===== src/rtl/core/msbee_pkg.sv =====
// Shared types and constants for the MSB message embed/extract block.
`default_nettype none

package msbee_pkg;

	localparam int unsigned LCG_W = 31;

	localparam logic [LCG_W-1:0] LCG_MOD = 31'h7FFF_FFFF;
	localparam logic [14:0]      LCG_MUL = 15'd16807;

	localparam logic [7:0] END_CODE = 8'd4;
	localparam logic [3:0] BITS_PER_BYTE = 4'd8;

	localparam logic REG_KEY_SEED = 1'b0;
	localparam logic REG_MODE     = 1'b1;

	localparam logic MODE_EMBED   = 1'b0;
	localparam logic MODE_EXTRACT = 1'b1;

	localparam logic REQ_LOAD  = 1'b0;
	localparam logic REQ_PIXEL = 1'b1;

	typedef struct packed {
		logic             restart;
		logic [LCG_W-1:0] seed;
		logic             advance;
	} lcg_ctrl_t;

endpackage

`default_nettype wire


===== src/rtl/core/msb_message_embed_extract_top.sv =====
// Top level of the MSB message embed/extract block.
// Usage:
//   s_axis carries requests: tuser = req_type (0 load a message byte, 1 process a pixel),
//   tlast = msg_last, tdata = msg_byte [7:0], pixel_in [15:8].
//   m_axis carries one result per pixel request, none per load:
//   tdata = pixel_out [7:0], byte_out [15:8]; tuser = byte_valid [0], need_byte [1];
//   tlast = end_found.
//   cfg_we/cfg_addr/cfg_wdata write key_seed (index 0) or mode (index 1); either write
//   reloads the keystream from the seed and clears the embed/extract progress.
//   Write configuration only while no transaction is in flight.
// Timing:
//   An accepted transaction sits in the input stage, then is processed combinationally
//   into the output register, loaded when the input stage advances. One transaction
//   per cycle is sustained while m_axis_tready is high; the keystream step (one 31x15
//   constant multiply and a Mersenne fold) is the longest path of the state loop.
// Reset: arst_n clears both stages, key_seed = 1, mode = embed.
// Stall: with m_axis_tready low the output register holds; the input stage holds one
//   more transaction, then s_axis_tready drops. Loads still drain past a full output.
`default_nettype none

module msb_message_embed_extract_top
	import msbee_pkg::*;
(
	input  wire logic        clk,
	input  wire logic        arst_n,

	input  wire logic        s_axis_tvalid,
	output logic             s_axis_tready,
	input  wire logic [15:0] s_axis_tdata,   // msg_byte [7:0], pixel_in [15:8]
	input  wire logic        s_axis_tuser,   // req_type
	input  wire logic        s_axis_tlast,   // msg_last

	output logic             m_axis_tvalid,
	input  wire logic        m_axis_tready,
	output logic [15:0]      m_axis_tdata,   // pixel_out [7:0], byte_out [15:8]
	output logic [1:0]       m_axis_tuser,   // byte_valid [0], need_byte [1]
	output logic             m_axis_tlast,   // end_found

	input  wire logic        cfg_we,
	input  wire logic        cfg_addr,
	input  wire logic [30:0] cfg_wdata
);

	// input stage
	logic       valid_s1;
	logic       req_s1;
	logic [7:0] byte_s1;
	logic       last_s1;
	logic [7:0] pix_s1;

	// output register
	logic       out_valid_q;
	logic [7:0] pixel_out_q;
	logic [7:0] byte_out_q;
	logic       byte_valid_q;
	logic       end_found_q;
	logic       need_byte_q;

	// configuration and session state
	logic [LCG_W-1:0] key_seed_q;
	logic             mode_q;
	logic [7:0]       bit_shift_q;
	logic [3:0]       bits_left_q;
	logic             final_loaded_q;
	logic             finished_q;

	logic             advance;
	logic             restart;
	lcg_ctrl_t        lcg_ctrl;
	logic [7:0]       key_byte;
	logic [LCG_W-1:0] lcg_value;

	logic [7:0] bit_shift_d;
	logic [3:0] bits_left_d;
	logic       final_loaded_d;
	logic       finished_d;
	logic       key_step;
	logic [7:0] pixel_out_d;
	logic [7:0] byte_out_d;
	logic       byte_valid_d;
	logic       end_found_d;
	logic       need_byte_d;
	logic [7:0] shift_in;
	logic [3:0] count_in;

	assign advance       = valid_s1 && (req_s1 == REQ_LOAD || !out_valid_q || m_axis_tready);
	assign s_axis_tready = !valid_s1 || advance;
	assign restart       = cfg_we;

	always_comb begin
		lcg_ctrl.restart = restart;
		lcg_ctrl.seed    = (cfg_addr == REG_KEY_SEED) ? cfg_wdata : key_seed_q;
		lcg_ctrl.advance = advance && key_step;
	end

	msbee_lcg u_lcg (
		.clk       (clk),
		.arst_n    (arst_n),
		.ctrl      (lcg_ctrl),
		.key_byte  (key_byte),
		.lcg_value (lcg_value)
	);

	always_comb begin
		bit_shift_d    = bit_shift_q;
		bits_left_d    = bits_left_q;
		final_loaded_d = final_loaded_q;
		finished_d     = finished_q;
		key_step       = 1'b0;
		pixel_out_d    = pix_s1;
		byte_out_d     = 8'd0;
		byte_valid_d   = 1'b0;
		end_found_d    = 1'b0;
		need_byte_d    = 1'b0;
		shift_in       = {bit_shift_q[6:0], pix_s1[7]};
		count_in       = bits_left_q + 4'd1;

		if (req_s1 == REQ_LOAD) begin
			if (mode_q == MODE_EMBED && bits_left_q == 4'd0 && !final_loaded_q) begin
				key_step       = 1'b1;
				bit_shift_d    = byte_s1 ^ key_byte;
				bits_left_d    = BITS_PER_BYTE;
				final_loaded_d = last_s1;
			end
		end else if (mode_q == MODE_EMBED) begin
			if (bits_left_q != 4'd0) begin
				pixel_out_d = {bit_shift_q[7], pix_s1[6:0]};
				bit_shift_d = {bit_shift_q[6:0], 1'b0};
				bits_left_d = bits_left_q - 4'd1;
				if (bits_left_d == 4'd0 && final_loaded_q) begin
					finished_d = 1'b1;
				end
			end
			need_byte_d = (bits_left_d == 4'd0) && !final_loaded_q;
		end else if (!finished_q) begin
			bit_shift_d = shift_in;
			bits_left_d = count_in;
			if (count_in >= BITS_PER_BYTE) begin
				key_step     = 1'b1;
				byte_out_d   = shift_in ^ key_byte;
				byte_valid_d = 1'b1;
				end_found_d  = (byte_out_d == END_CODE);
				if (end_found_d) begin
					finished_d = 1'b1;
				end
				bits_left_d = 4'd0;
				bit_shift_d = 8'd0;
			end
		end
	end

	always_ff @(posedge clk or negedge arst_n) begin
		if (!arst_n) begin
			valid_s1 <= 1'b0;
		end else if (s_axis_tready) begin
			valid_s1 <= s_axis_tvalid;
		end
	end

	always_ff @(posedge clk) begin
		if (s_axis_tready && s_axis_tvalid) begin
			req_s1  <= s_axis_tuser;
			byte_s1 <= s_axis_tdata[7:0];
			last_s1 <= s_axis_tlast;
			pix_s1  <= s_axis_tdata[15:8];
		end
	end

	always_ff @(posedge clk or negedge arst_n) begin
		if (!arst_n) begin
			key_seed_q     <= LCG_W'(1);
			mode_q         <= MODE_EMBED;
			bit_shift_q    <= 8'd0;
			bits_left_q    <= 4'd0;
			final_loaded_q <= 1'b0;
			finished_q     <= 1'b0;
		end else if (restart) begin
			if (cfg_addr == REG_KEY_SEED) begin
				key_seed_q <= cfg_wdata;
			end else begin
				mode_q <= cfg_wdata[0];
			end
			bit_shift_q    <= 8'd0;
			bits_left_q    <= 4'd0;
			final_loaded_q <= 1'b0;
			finished_q     <= 1'b0;
		end else if (advance) begin
			bit_shift_q    <= bit_shift_d;
			bits_left_q    <= bits_left_d;
			final_loaded_q <= final_loaded_d;
			finished_q     <= finished_d;
		end
	end

	always_ff @(posedge clk or negedge arst_n) begin
		if (!arst_n) begin
			out_valid_q <= 1'b0;
		end else if (advance && req_s1 == REQ_PIXEL) begin
			out_valid_q <= 1'b1;
		end else if (m_axis_tready) begin
			out_valid_q <= 1'b0;
		end
	end

	always_ff @(posedge clk) begin
		if (advance && req_s1 == REQ_PIXEL) begin
			pixel_out_q  <= pixel_out_d;
			byte_out_q   <= byte_out_d;
			byte_valid_q <= byte_valid_d;
			end_found_q  <= end_found_d;
			need_byte_q  <= need_byte_d;
		end
	end

	assign m_axis_tvalid = out_valid_q;
	assign m_axis_tdata  = {byte_out_q, pixel_out_q};
	assign m_axis_tuser  = {need_byte_q, byte_valid_q};
	assign m_axis_tlast  = end_found_q;

	a_lcg_nonzero: assert property (@(posedge clk) disable iff (!arst_n)
		lcg_value != '0 && lcg_value != LCG_MOD)
		else $error("keystream state left the field");

	a_end_implies_byte: assert property (@(posedge clk) disable iff (!arst_n)
		m_axis_tvalid && m_axis_tlast |-> m_axis_tuser[0] && m_axis_tdata[15:8] == END_CODE)
		else $error("end_found without terminator byte");

	a_mode_flags_exclusive: assert property (@(posedge clk) disable iff (!arst_n)
		m_axis_tvalid |-> !(m_axis_tuser[0] && m_axis_tuser[1]))
		else $error("byte_valid and need_byte together");

	a_bits_bounded: assert property (@(posedge clk) disable iff (!arst_n)
		bits_left_q <= BITS_PER_BYTE)
		else $error("bit counter out of range");

endmodule

`default_nettype wire


===== src/rtl/core/msbee_lcg.sv =====
// Lehmer keystream generator: x' = 16807 * x mod (2^31 - 1), one step per advance.
`default_nettype none

module msbee_lcg
	import msbee_pkg::*;
(
	input  wire logic            clk,
	input  wire logic            arst_n,
	input  wire lcg_ctrl_t       ctrl,
	output logic [7:0]           key_byte,
	output logic [LCG_W-1:0]     lcg_value
);

	logic [LCG_W-1:0] lcg_q;
	logic [LCG_W-1:0] seed_mapped;
	logic [LCG_W-1:0] lcg_next;
	logic [45:0]      prod;
	logic [31:0]      fold;

	// zero and the modulus itself both map to one
	always_comb begin
		if (ctrl.seed == '0 || ctrl.seed == LCG_MOD) begin
			seed_mapped = LCG_W'(1);
		end else begin
			seed_mapped = ctrl.seed;
		end
	end

	always_comb begin
		prod = 46'(lcg_q) * 46'(LCG_MUL);
		fold = {1'b0, prod[30:0]} + {17'd0, prod[45:31]};
		if (fold >= {1'b0, LCG_MOD}) begin
			lcg_next = LCG_W'(fold - {1'b0, LCG_MOD});
		end else begin
			lcg_next = fold[LCG_W-1:0];
		end
	end

	always_ff @(posedge clk or negedge arst_n) begin
		if (!arst_n) begin
			lcg_q <= LCG_W'(1);
		end else if (ctrl.restart) begin
			lcg_q <= seed_mapped;
		end else if (ctrl.advance) begin
			lcg_q <= lcg_next;
		end
	end

	assign key_byte  = lcg_next[7:0];
	assign lcg_value = lcg_q;

endmodule

`default_nettype wire

===== config.mk =====
export PLATFORM = sky130hd
export DESIGN_NAME = msb_message_embed_extract_top
export DESIGN_NICKNAME = d
export VERILOG_FILES = /design/src/rtl/core/msbee_pkg.sv /design/src/rtl/core/msb_message_embed_extract_top.sv /design/src/rtl/core/msbee_lcg.sv
export SDC_FILE = /design/constraint.sdc
export NUM_CORES = 1
export LEC_CHECK = 0
export BUFFER_PORTS_ARGS = -buffer_cell sky130_fd_sc_hd__buf_2
export CORE_ASPECT_RATIO = 0.75
export CORE_MARGIN = 5
export CORE_UTILIZATION = 55
export CTS_CLUSTER_DIAMETER = 120
export DETAILED_ROUTE_END_ITERATION = 10
export GPL_ROUTABILITY_DRIVEN = 0
export PLACE_DENSITY = 0.8
export RECOVER_POWER = 50
export SKIP_LAST_GASP = 1
export SLEW_MARGIN = 20
export SYNTH_ARGS = -nofsm -noshare
export SYNTH_HDL_FRONTEND = slang
export SYNTH_HIERARCHICAL = 1
export SYNTH_SLANG_ARGS = --single-unit

===== constraint.sdc =====
create_clock -name clk -period 33.2 [get_ports clk]
set_clock_uncertainty 0.2 [all_clocks]
set_input_delay 0 -clock clk [delete_from_list [all_inputs] [get_ports clk]]
set_output_delay 0 -clock clk [all_outputs]
set_load 0.01 [all_outputs]

==> results of run 1 <==
## path summary, 6_finish.rpt
path / start / end / slack (ps) / depth (start not counted)
min reg2reg: pix_s1[4]$_DFFE_PP_ / pixel_out_q[4]$_DFFE_PP_ / 220 / 0
min: cfg_we / key_seed_q[0]$_DFFE_PN1P_ / 50 / 4
min in group asynchronous: arst_n / u_lcg/lcg_value[22]$_DFFE_PN0P_ / 1530 / 2
max in group asynchronous: arst_n / bit_shift_q[1]$_DFFE_PN0P_ / 28740 / 2
max: u_lcg/lcg_value[13]$_DFFE_PN0P_ / finished_q$_DFFE_PN0P_ / 20500 / 40
max reg2reg: u_lcg/lcg_value[13]$_DFFE_PN0P_ / finished_q$_DFFE_PN0P_ / 20500 / 40
## worst max-delay path, delay by kind of cell, from the launching register on
| family | cells | cell delay [ps] |
|---|---|---|
| AOI/OAI and AO/OA | 14 | 4100 |
| xor gates and xnor gates | 4 | 1150 |
| adders and majority gates | 8 | 3610 |
| buffers and inverters | 5 | 650 |
| DFF | 1 | 610 |
| and+or+nand+nor | 9 | 2280 |
## cell type report
class                           instances  share of cell area
Clock buffer                           17              0.0250
Clock inverter                         15              0.0106
Inverter                              295              0.0652
Multi-Input combinational cell       1210               0.637
Sequential cell                       116               0.182
Tap cell                              351              0.0258
Timing Repair Buffer                  134              0.0543
## synthesized netlist by cell type, types with 24 or more instances
master                     number
sky130_fd_sc_hd__a21oi_1       56
sky130_fd_sc_hd__xor2_1        37
sky130_fd_sc_hd__xnor2_1       53
sky130_fd_sc_hd__nor2_1       152
sky130_fd_sc_hd__clkbuf_1      25
sky130_fd_sc_hd__nand3_1       30
sky130_fd_sc_hd__dfrtp_1       77
sky130_fd_sc_hd__a21o_1        24
sky130_fd_sc_hd__o21ai_0       45
sky130_fd_sc_hd__nand2_1      101
sky130_fd_sc_hd__nor3_1        29
sky130_fd_sc_hd__mux2_2        42
sky130_fd_sc_hd__inv_1        293
sky130_fd_sc_hd__edfxtp_1      37
sky130_fd_sc_hd__ha_1         206
sky130_fd_sc_hd__fa_1         134
## cells by family (layout without fill, tap and decap cells)
| kind of cell | Yosys count | after routing | share of synthesized area |
|---|---|---|---|
| AND/OR/NAND/NOR | 454 | 454 | 0.147 |
| buffers and inverters | 345 | 461 | 0.0878 |
| adder cells (fa/ha/maj) | 340 | 340 | 0.345 |
| AO/OA/AOI/OAI | 269 | 269 | 0.124 |
| flip-flops | 116 | 116 | 0.203 |
| XOR/XNOR | 91 | 91 | 0.0528 |
| multiplexers | 56 | 56 | 0.0410 |
## state kept, by name, summed over array words and instances (netlist names), 4 cells and up
| name | cells |
|---|---|
| bits_left_q | 4 |
| key_seed_q | 31 |
| pixel_out_q | 8 |
| byte_out_q | 8 |
| bit_shift_q | 8 |
| u_lcg/lcg_value | 31 |
| byte_s1 | 8 |
| pix_s1 | 8 |
## per-stage QoR
| stage | hold slack (ps) | cell area, um2 | worst slack [ps] | cells | utilization |
|---|---|---|---|---|---|
| 6_report | 54.8 | 17000 | 20500 | 2138 | 0.626 |
| 5_1_grt | 83.2 | 17000 | 19880 | 2138 | 0.626 |
| 4_1_cts | 35.7 | 17000 | 20780 | 2138 | 0.627 |
| 3_5_place_dp | -21.9 | 15900 | 21010 | 2053 | 0.586 |
| 3_3_place_gp | -23.8 | 15900 | 21420 | 2053 | 0.586 |
| 2_1_floorplan | -496 | 15200 | 22750 | 1671 | - |
## what timing repair did
| action | in CTS | in global routing |
|---|---|---|
| endpoints found under the hold margin | 161 | 0 |
| hold buffers | 53 | 0 |
| setup buffers | 0 | 0 |
## layer usage
metal | share of wire | vias to the layer above | track usage
met5 | 0.00031 | - | 0
li1 | - | 5887 | -
met4 | 0.028 | 2 | 0.0727
met1 | 0.41 | 6173 | 0.368
met2 | 0.46 | 680 | 0.441
met3 | 0.10 | 112 | 0.0703
==> qor.yml, run 1 <==
final_cell_mix: "sky130_fd_sc_hd__inv_1 (293), sky130_fd_sc_hd__ha_1 (206), sky130_fd_sc_hd__nor2_1 (150)"
final-seq-area_um2: 3090
core_area_um2: 27100
hold_viol_final: 0
syn2layout_area_growth_pct: 11.4
finalWorstPathRequiredPeriod_ps: 12700
fp.dieH_um: 154
die_width_um: 202
synth-warning-count: 6
mappedNetlistArea_um2: 15200
vias_per_cell: 6.01
detailedRoute.firstPassIterationCount: 6
cts_buffer_depth: 2
footprint_of_the_multi_input_gates_um2: 10800
num-nets-final: 2169
arrival_ps: 12840
outcome: "complete, but fails checks"
worstSetupStartpointType: "flop"
dp_hpwl_um: 32700
count_of_flip_flops_with_a_built_in_enable_after_synthesis: 37
crit_path_frequent_cell: "sky130_fd_sc_hd__fa_1"
initial_core_util: 0.562
num_antenna_cells: 0
synth_cells: 1671
fillCellCount: 2090
worst_setup_end_kind: "flop"
async_sr_flop_fraction: 0.681
ys_types: 96
cts_inserted_buffers: 17
cts.sinks: 116
drtIter0Drc: 1418
netlist.area_leader.share: 0.176
grt_util_all_layers: 0.272
worstMarginPinSlew_ps: 4490
floorplan.rows: 52
drive_above_1_share: 0.0957
worst_path_max_delay_cell: "sky130_fd_sc_hd__a2111oi_0"
port_buffer_count: 75
dominantRegCellSynth: "sky130_fd_sc_hd__dfrtp_1"
num_vias: 12900
final-setup-viol-count: 0
finalCritPeriodShare: 0.383
number_of_global_route_vias_before_repair: 13000
grt_max_degree: 80
synth.ff_latch_count: 116
grt_pass1_wl_um: 68600
post_synth.cell_area_avg_um2: 9.13
critical-path-max-stage-delay_ps: 690
timing_max_transition_violations_final: 80
maxCapViolCount: 1
worst_ep_required_time_ps: 33340
worstPathMaxFanout: 17
setup.worst_path.class: "flop to flop"
min_path_type: "input pin to flop"
fraction_of_the_yosys_area_taken_by_sequential_cells: 0.203
clk_transition_reported_paths_ps: 70
grt_overflow_total: 0
antenna_nets_post_route: 0
fin_setup_tns_ps: 0
totalWireLength_um: 42500
number_of_antenna_violations_at_the_first_check_in_global_routing: 1
clkLatencyLatePin_ps: 430
ioPinCount: 76
fp.dieArea_um2: 31200
fmaxAchievable_mhz: 78.7
cts_htree_levels: 4
routedWlPerCell_um: 19.9
grt_setup_unrepaired: "no"
slew_headroom: -1.99
drc_errors: 0
cts_tree: "done"
cts_resized: 0
synth.net_count: 2066
synth_top_cell_by_area: "sky130_fd_sc_hd__fa_1"
layout_commonest_cell: "sky130_fd_sc_hd__inv_1"
clk_root_buffer_cell: "sky130_fd_sc_hd__clkbuf_16"
synth.area.top_cells: "sky130_fd_sc_hd__fa_1 (18%), sky130_fd_sc_hd__ha_1 (17%), sky130_fd_sc_hd__dfrtp_1 (13%)"
violations: "capacitance limit, slew limit"
Power of run 1 is not shown: default switching activity piles up to over one toggle a cycle in this logic, so the estimate is an artifact.
==> run 2, diff against run 1 <==
- clock period: 33.2 -> 13.2 ns (I/O delays scaled with it)
==> run 2 against run 1 <==
The run still ends with capacitance limit, slew limit left; clock-buffer cell count unchanged; sequential share of layout area about the same; critical path type unchanged; wire length up 0.36%; non-clock buffer count unchanged.
==> qor.yml, run 2 (synthesis results as in run 1) <==
crit_path_frequent_cell: "sky130_fd_sc_hd__fa_1"  # unchanged
floorplan.rows: 52  # unchanged
core_area_um2: 27100  # unchanged
fillCellCount: 2111  # was 2090
worstPathMaxFanout: 12  # was 17
grt_util_all_layers: 0.276  # was 0.272
slew_headroom: -2.02  # was -1.99
footprint_of_the_multi_input_gates_um2: 10800  # about the same
detailedRoute.firstPassIterationCount: 6  # unchanged
cts_buffer_depth: 2  # unchanged
worst_setup_end_kind: "flop"  # unchanged
fp.dieArea_um2: 31200  # unchanged
finalCritPeriodShare: 0.926  # was 0.383
grt_pass1_wl_um: 69700  # was 68600 um
initial_core_util: 0.562  # unchanged
finalNonFillerCells: 2138  # unchanged
worst_path_max_delay_cell: "sky130_fd_sc_hd__dfrtp_1"  # was sky130_fd_sc_hd__a2111oi_0
worstMarginPinSlew_ps: 4530  # was 4490 ps
cts_tree: "done"  # unchanged
drive_above_1_share: 0.0957  # unchanged
num-nets-final: 2169  # unchanged
final-seq-area_um2: 3090  # unchanged
totalWireLength_um: 42700  # was 42500 um
fin_setup_tns_ps: 0  # unchanged
hold_viol_final: 0  # unchanged
drc_errors: 0  # unchanged
grt_max_degree: 80  # unchanged
violations: "capacitance limit, slew limit"  # unchanged
grt_overflow_total: 0  # unchanged
outcome: "complete, but fails checks"  # unchanged
fmaxAchievable_mhz: 81.8  # was 78.7 MHz
arrival_ps: 12370  # was 12840 ps
clk_root_buffer_cell: "sky130_fd_sc_hd__clkbuf_16"  # unchanged
num_antenna_cells: 0  # unchanged
final_cell_mix: "sky130_fd_sc_hd__inv_1 (293), sky130_fd_sc_hd__ha_1 (206), sky130_fd_sc_hd__nor2_1 (151)"  # was sky130_fd_sc_hd__inv_1 (293), sky130_fd_sc_hd__ha_1 (206), sky130_fd_sc_hd__nor2_1 (150)
vias_per_cell: 5.99  # was 6.01
setup.worst_path.class: "flop to flop"  # unchanged
cts_inserted_buffers: 17  # unchanged
routedWlPerCell_um: 20.0  # was 19.9 um
cts.sinks: 116  # unchanged
syn2layout_area_growth_pct: 11.3  # was 11.4%
fp.dieH_um: 154  # unchanged
final-setup-viol-count: 0  # unchanged
number_of_antenna_violations_at_the_first_check_in_global_routing: 1  # unchanged
dp_hpwl_um: 32600  # was 32700 um
die_width_um: 202  # unchanged
clk_transition_reported_paths_ps: 70  # about the same
drtIter0Drc: 1633  # was 1418
antenna_nets_post_route: 0  # unchanged
port_buffer_count: 75  # unchanged
grt_setup_unrepaired: "no"  # unchanged
worstSetupStartpointType: "flop"  # unchanged
clkLatencyLatePin_ps: 430  # about the same
critical-path-max-stage-delay_ps: 630  # was 690 ps
ioPinCount: 76  # unchanged
number_of_global_route_vias_before_repair: 13100  # was 13000
placedCellCount: 2053  # unchanged
cts_htree_levels: 4  # unchanged
timing_max_transition_violations_final: 80  # unchanged
maxCapViolCount: 1  # unchanged
finalWorstPathRequiredPeriod_ps: 12220  # was 12700 ps
worst_ep_required_time_ps: 13350  # was 33340 ps
layout_commonest_cell: "sky130_fd_sc_hd__inv_1"  # unchanged
num_vias: 12800  # was 12900
min_path_type: "input pin to flop"  # unchanged
==> run 2: path summary, 6_finish.rpt <==
kind	start	endpoint	slack, ps	cells past startpoint
worst max-delay path	u_lcg/lcg_value[13]$_DFFE_PN0P_	finished_q$_DFFE_PN0P_	980	41
worst min-delay path	cfg_we	final_loaded_q$_DFFE_PN0P_	30	3
worst max register to register	u_lcg/lcg_value[13]$_DFFE_PN0P_	finished_q$_DFFE_PN0P_	980	41
worst min register to register	pix_s1[1]$_DFFE_PP_	pixel_out_q[1]$_DFFE_PP_	220	0
max in group asynchronous	arst_n	bit_shift_q[6]$_DFFE_PN0P_	8720	2
min in group asynchronous	arst_n	key_seed_q[16]$_DFFE_PN0P_	1550	2
==> run 2: what timing repair did <==
| item | 4_1_cts | 5_1_grt |
|---|---|---|
| hold buffers | 53 | 0 |
| endpoints found under the hold margin | 162 | 0 |
| gates resized for setup | 0 | 1 |
| setup buffers | 0 | 0 |
| endpoints found under the setup margin | 0 | 2 |
==> run 2: layout make-up <==
cell class | instances | area share
clock inverters | 15 | 0.00922
inverters | 295 | 0.0653
multi-input cells | 1210 | 0.638
well taps | 351 | 0.0259
repair buffers | 134 | 0.0545
clock buffers | 17 | 0.0251
flip-flops and latches | 116 | 0.182
==> run 2: metal layers <==
layer | share of wire | global-route usage | wire, um
met3 | 0.085 | 0.0599 | 3620
met4 | 0.033 | 0.0801 | 1390
met5 | 0.00019 | 0 | 8
met1 | 0.42 | 0.378 | 18100
met2 | 0.46 | 0.445 | 19600
==> run 2: critical path: cells and delay by family (launching register included) <==
kind / cells / cell delay, ps
compound gates: 17 / 4570
fa+ha+maj: 8 / 3580
simple gates: 10 / 2360
flops: 1 / 630
xor+xnor: 2 / 450
buf+inv: 4 / 340
==> run 2: metrics by stage <==
step | area, um2 | util | setup slack [ps] | hold WS [ps]
after detailed placement | 15900 | 0.586 | 1040 | -21.9
after global routing | 17000 | 0.625 | 20.5 | 74.0
final | 17000 | 0.625 | 978 | 33.7
after global placement | 15900 | 0.586 | 1500 | -23.4
after CTS | 17000 | 0.626 | 957 | 18.6
after floorplan | 15200 | - | 2750 | -496
Power of run 2 is left out for the same reason.
==> run 3, diff against run 2 <==
- clock period: 13.2 -> 13.7 ns (I/O delays scaled with it)
==> run 3 against run 2 <==
The flow still finishes with violations (capacitance limit, slew limit); flip-flop and latch count stayed put; clock-buffer cell count is the same; critical path depth down 1; fmax down 4.8%; core utilization increased by 0.16 points; worst hold slack better by 32 ps; global-route usage increased by 0.16 points; non-clock buffer count unchanged; final cell count is essentially flat; die area did not move; sequential share of layout area barely moved; worst setup slack got worse by 110 ps; largest cell class unchanged.
==> qor.yml, run 3 (synthesis results as in run 1) <==
vias_per_cell: 6.04  # was 5.99
violations: "capacitance limit, slew limit"  # unchanged
number_of_global_route_vias_before_repair: 13000  # was 13100
fp.dieArea_um2: 31200  # unchanged
cts.sinks: 116  # unchanged
ioPinCount: 76  # unchanged
postCtsSetupRepairBufs: 0  # unchanged
antenna_nets_post_route: 0  # unchanged
route.layer.met1.wl_um: 18100  # about the same
drtIter0Drc: 1524  # was 1633
timing_max_transition_violations_final: 80  # unchanged
slew_headroom: -1.95  # was -2.02
port_buffer_count: 75  # unchanged
fin_setup_tns_ps: 0  # unchanged
worst_ep_required_time_ps: 13830  # was 13350 ps
crit_path_frequent_cell: "sky130_fd_sc_hd__fa_1"  # unchanged
grt_setup_unrepaired: "no"  # unchanged
setup.worst_path.class: "flop to flop"  # unchanged
final_cell_mix: "sky130_fd_sc_hd__inv_1 (293), sky130_fd_sc_hd__ha_1 (206), sky130_fd_sc_hd__nor2_1 (150)"  # was sky130_fd_sc_hd__inv_1 (293), sky130_fd_sc_hd__ha_1 (206), sky130_fd_sc_hd__nor2_1 (151)
hold_viol_final: 0  # unchanged
dp_hpwl_um: 33200  # was 32600 um
grt_max_degree: 80  # unchanged
grt_overflow_total: 0  # unchanged
fp.dieH_um: 154  # unchanged
cts_inserted_buffers: 17  # unchanged
worst_path_max_delay_cell: "sky130_fd_sc_hd__a2111oi_0"  # was sky130_fd_sc_hd__dfrtp_1
maxCapViolCount: 1  # unchanged
syn2layout_area_growth_pct: 11.6  # was 11.3%
detailedRoute.firstPassIterationCount: 6  # unchanged
grt_pass1_wl_um: 69700  # about the same
num_vias: 12900  # was 12800
finalCritPeriodShare: 0.937  # was 0.926
worstSetupStartpointType: "flop"  # unchanged
floorplan.rows: 52  # unchanged
core_area_um2: 27100  # unchanged
routedWlPerCell_um: 20.2  # was 20.0 um
fillCellCount: 2116  # was 2111
final-setup-viol-count: 0  # unchanged
outcome: "complete, but fails checks"  # unchanged
clk_root_buffer_cell: "sky130_fd_sc_hd__clkbuf_16"  # unchanged
drive_above_1_share: 0.0963  # was 0.0957
worst_setup_end_kind: "flop"  # unchanged
totalWireLength_um: 43300  # was 42700 um
initial_core_util: 0.562  # unchanged
number_of_antenna_violations_at_the_first_check_in_global_routing: 1  # unchanged
arrival_ps: 12970  # was 12370 ps
layout_commonest_cell: "sky130_fd_sc_hd__inv_1"  # unchanged
drc_errors: 0  # unchanged
worstMarginPinSlew_ps: 4420  # was 4530 ps
clk_transition_reported_paths_ps: 60  # was 70 ps
finalWorstPathRequiredPeriod_ps: 12840  # was 12220 ps
fmaxAchievable_mhz: 77.9  # was 81.8 MHz
met2_wirelength_um: 19800  # was 19600 um
grt_util_all_layers: 0.277  # was 0.276
die_width_um: 202  # unchanged
critical-path-max-stage-delay_ps: 730  # was 630 ps
num-nets-final: 2169  # unchanged
cts_buffer_depth: 2  # unchanged
ff2ff_setup_slack_ps: 860  # was 980 ps
min_path_type: "input pin to flop"  # unchanged
detailroute.wirelength.met3_um: 4130  # was 3620 um
cts_htree_levels: 4  # unchanged
cts_tree: "done"  # unchanged
clkLatencyLatePin_ps: 420  # was 430 ps
highest_layer: "met4"  # was met5
worstPathMaxFanout: 10  # was 12
==> run 3: what timing repair did <==
item                                   CTS  global route
resized for setup                        0             0
endpoints found under the hold margin  162             0
hold buffers                            53             0
==> run 3: routing by layer <==
layer  up-vias  GRT usage
li1       5890          -
met1      6213      0.389
met2       714      0.441
met3        97     0.0597
met4         0     0.0724
met5         -          0
==> run 3: final timing paths <==
check                      cells after the start                             from                               to
min in group asynchronous                      2                           arst_n  u_lcg/lcg_value[23]$_DFFE_PN0P_
hold reg to reg                                0              pix_s1[0]$_DFFE_PP_         pixel_out_q[0]$_DFFE_PP_
max in group asynchronous                      2                           arst_n       bits_left_q[3]$_DFFE_PN0P_
setup / recovery                              40  u_lcg/lcg_value[13]$_DFFE_PN0P_           finished_q$_DFFE_PN0P_
hold / removal                                 3                         cfg_addr               mode_q$_DFFE_PN0P_
setup reg to reg                              40  u_lcg/lcg_value[13]$_DFFE_PN0P_           finished_q$_DFFE_PN0P_
==> run 3: critical path, delay by kind of cell, from the launching register on <==
kind                     cells  cell delay, ps
AO/OA/AOI/OAI               16            5000
XOR/XNOR                     3             690
adder cells (fa/ha/maj)      8            3640
buffers and inverters        5             660
flip-flops                   1             610
AND/OR/NAND/NOR              8            1910
==> run 3: layout make-up <==
class / count / area (um2) / area share
Timing Repair Buffer: 134 / 925 / 0.0544
Antenna cell: 1 / 2.50 / 0.000147
Clock buffer: 17 / 425 / 0.0250
Multi-Input combinational cell: 1210 / 10800 / 0.636
Tap cell: 351 / 439 / 0.0258
Sequential cell: 116 / 3090 / 0.182
Inverter: 295 / 1110 / 0.0651
Clock inverter: 15 / 195 / 0.0115
==> run 3: metrics by stage <==
step                      setup WS (ps)  cell area (um2)  cells  hold WS [ps]   util
final                               863            17000   2139          65.7  0.627
after global placement             1660            15900   2053         -24.1  0.586
after detailed placement           1280            15900   2053         -21.9  0.586
after floorplan                    3250            15200   1671          -496      -
after CTS                          1180            17000   2138          39.1  0.628
after global routing                197            17000   2139          78.6  0.627
Power of run 3 is left out for the same reason.
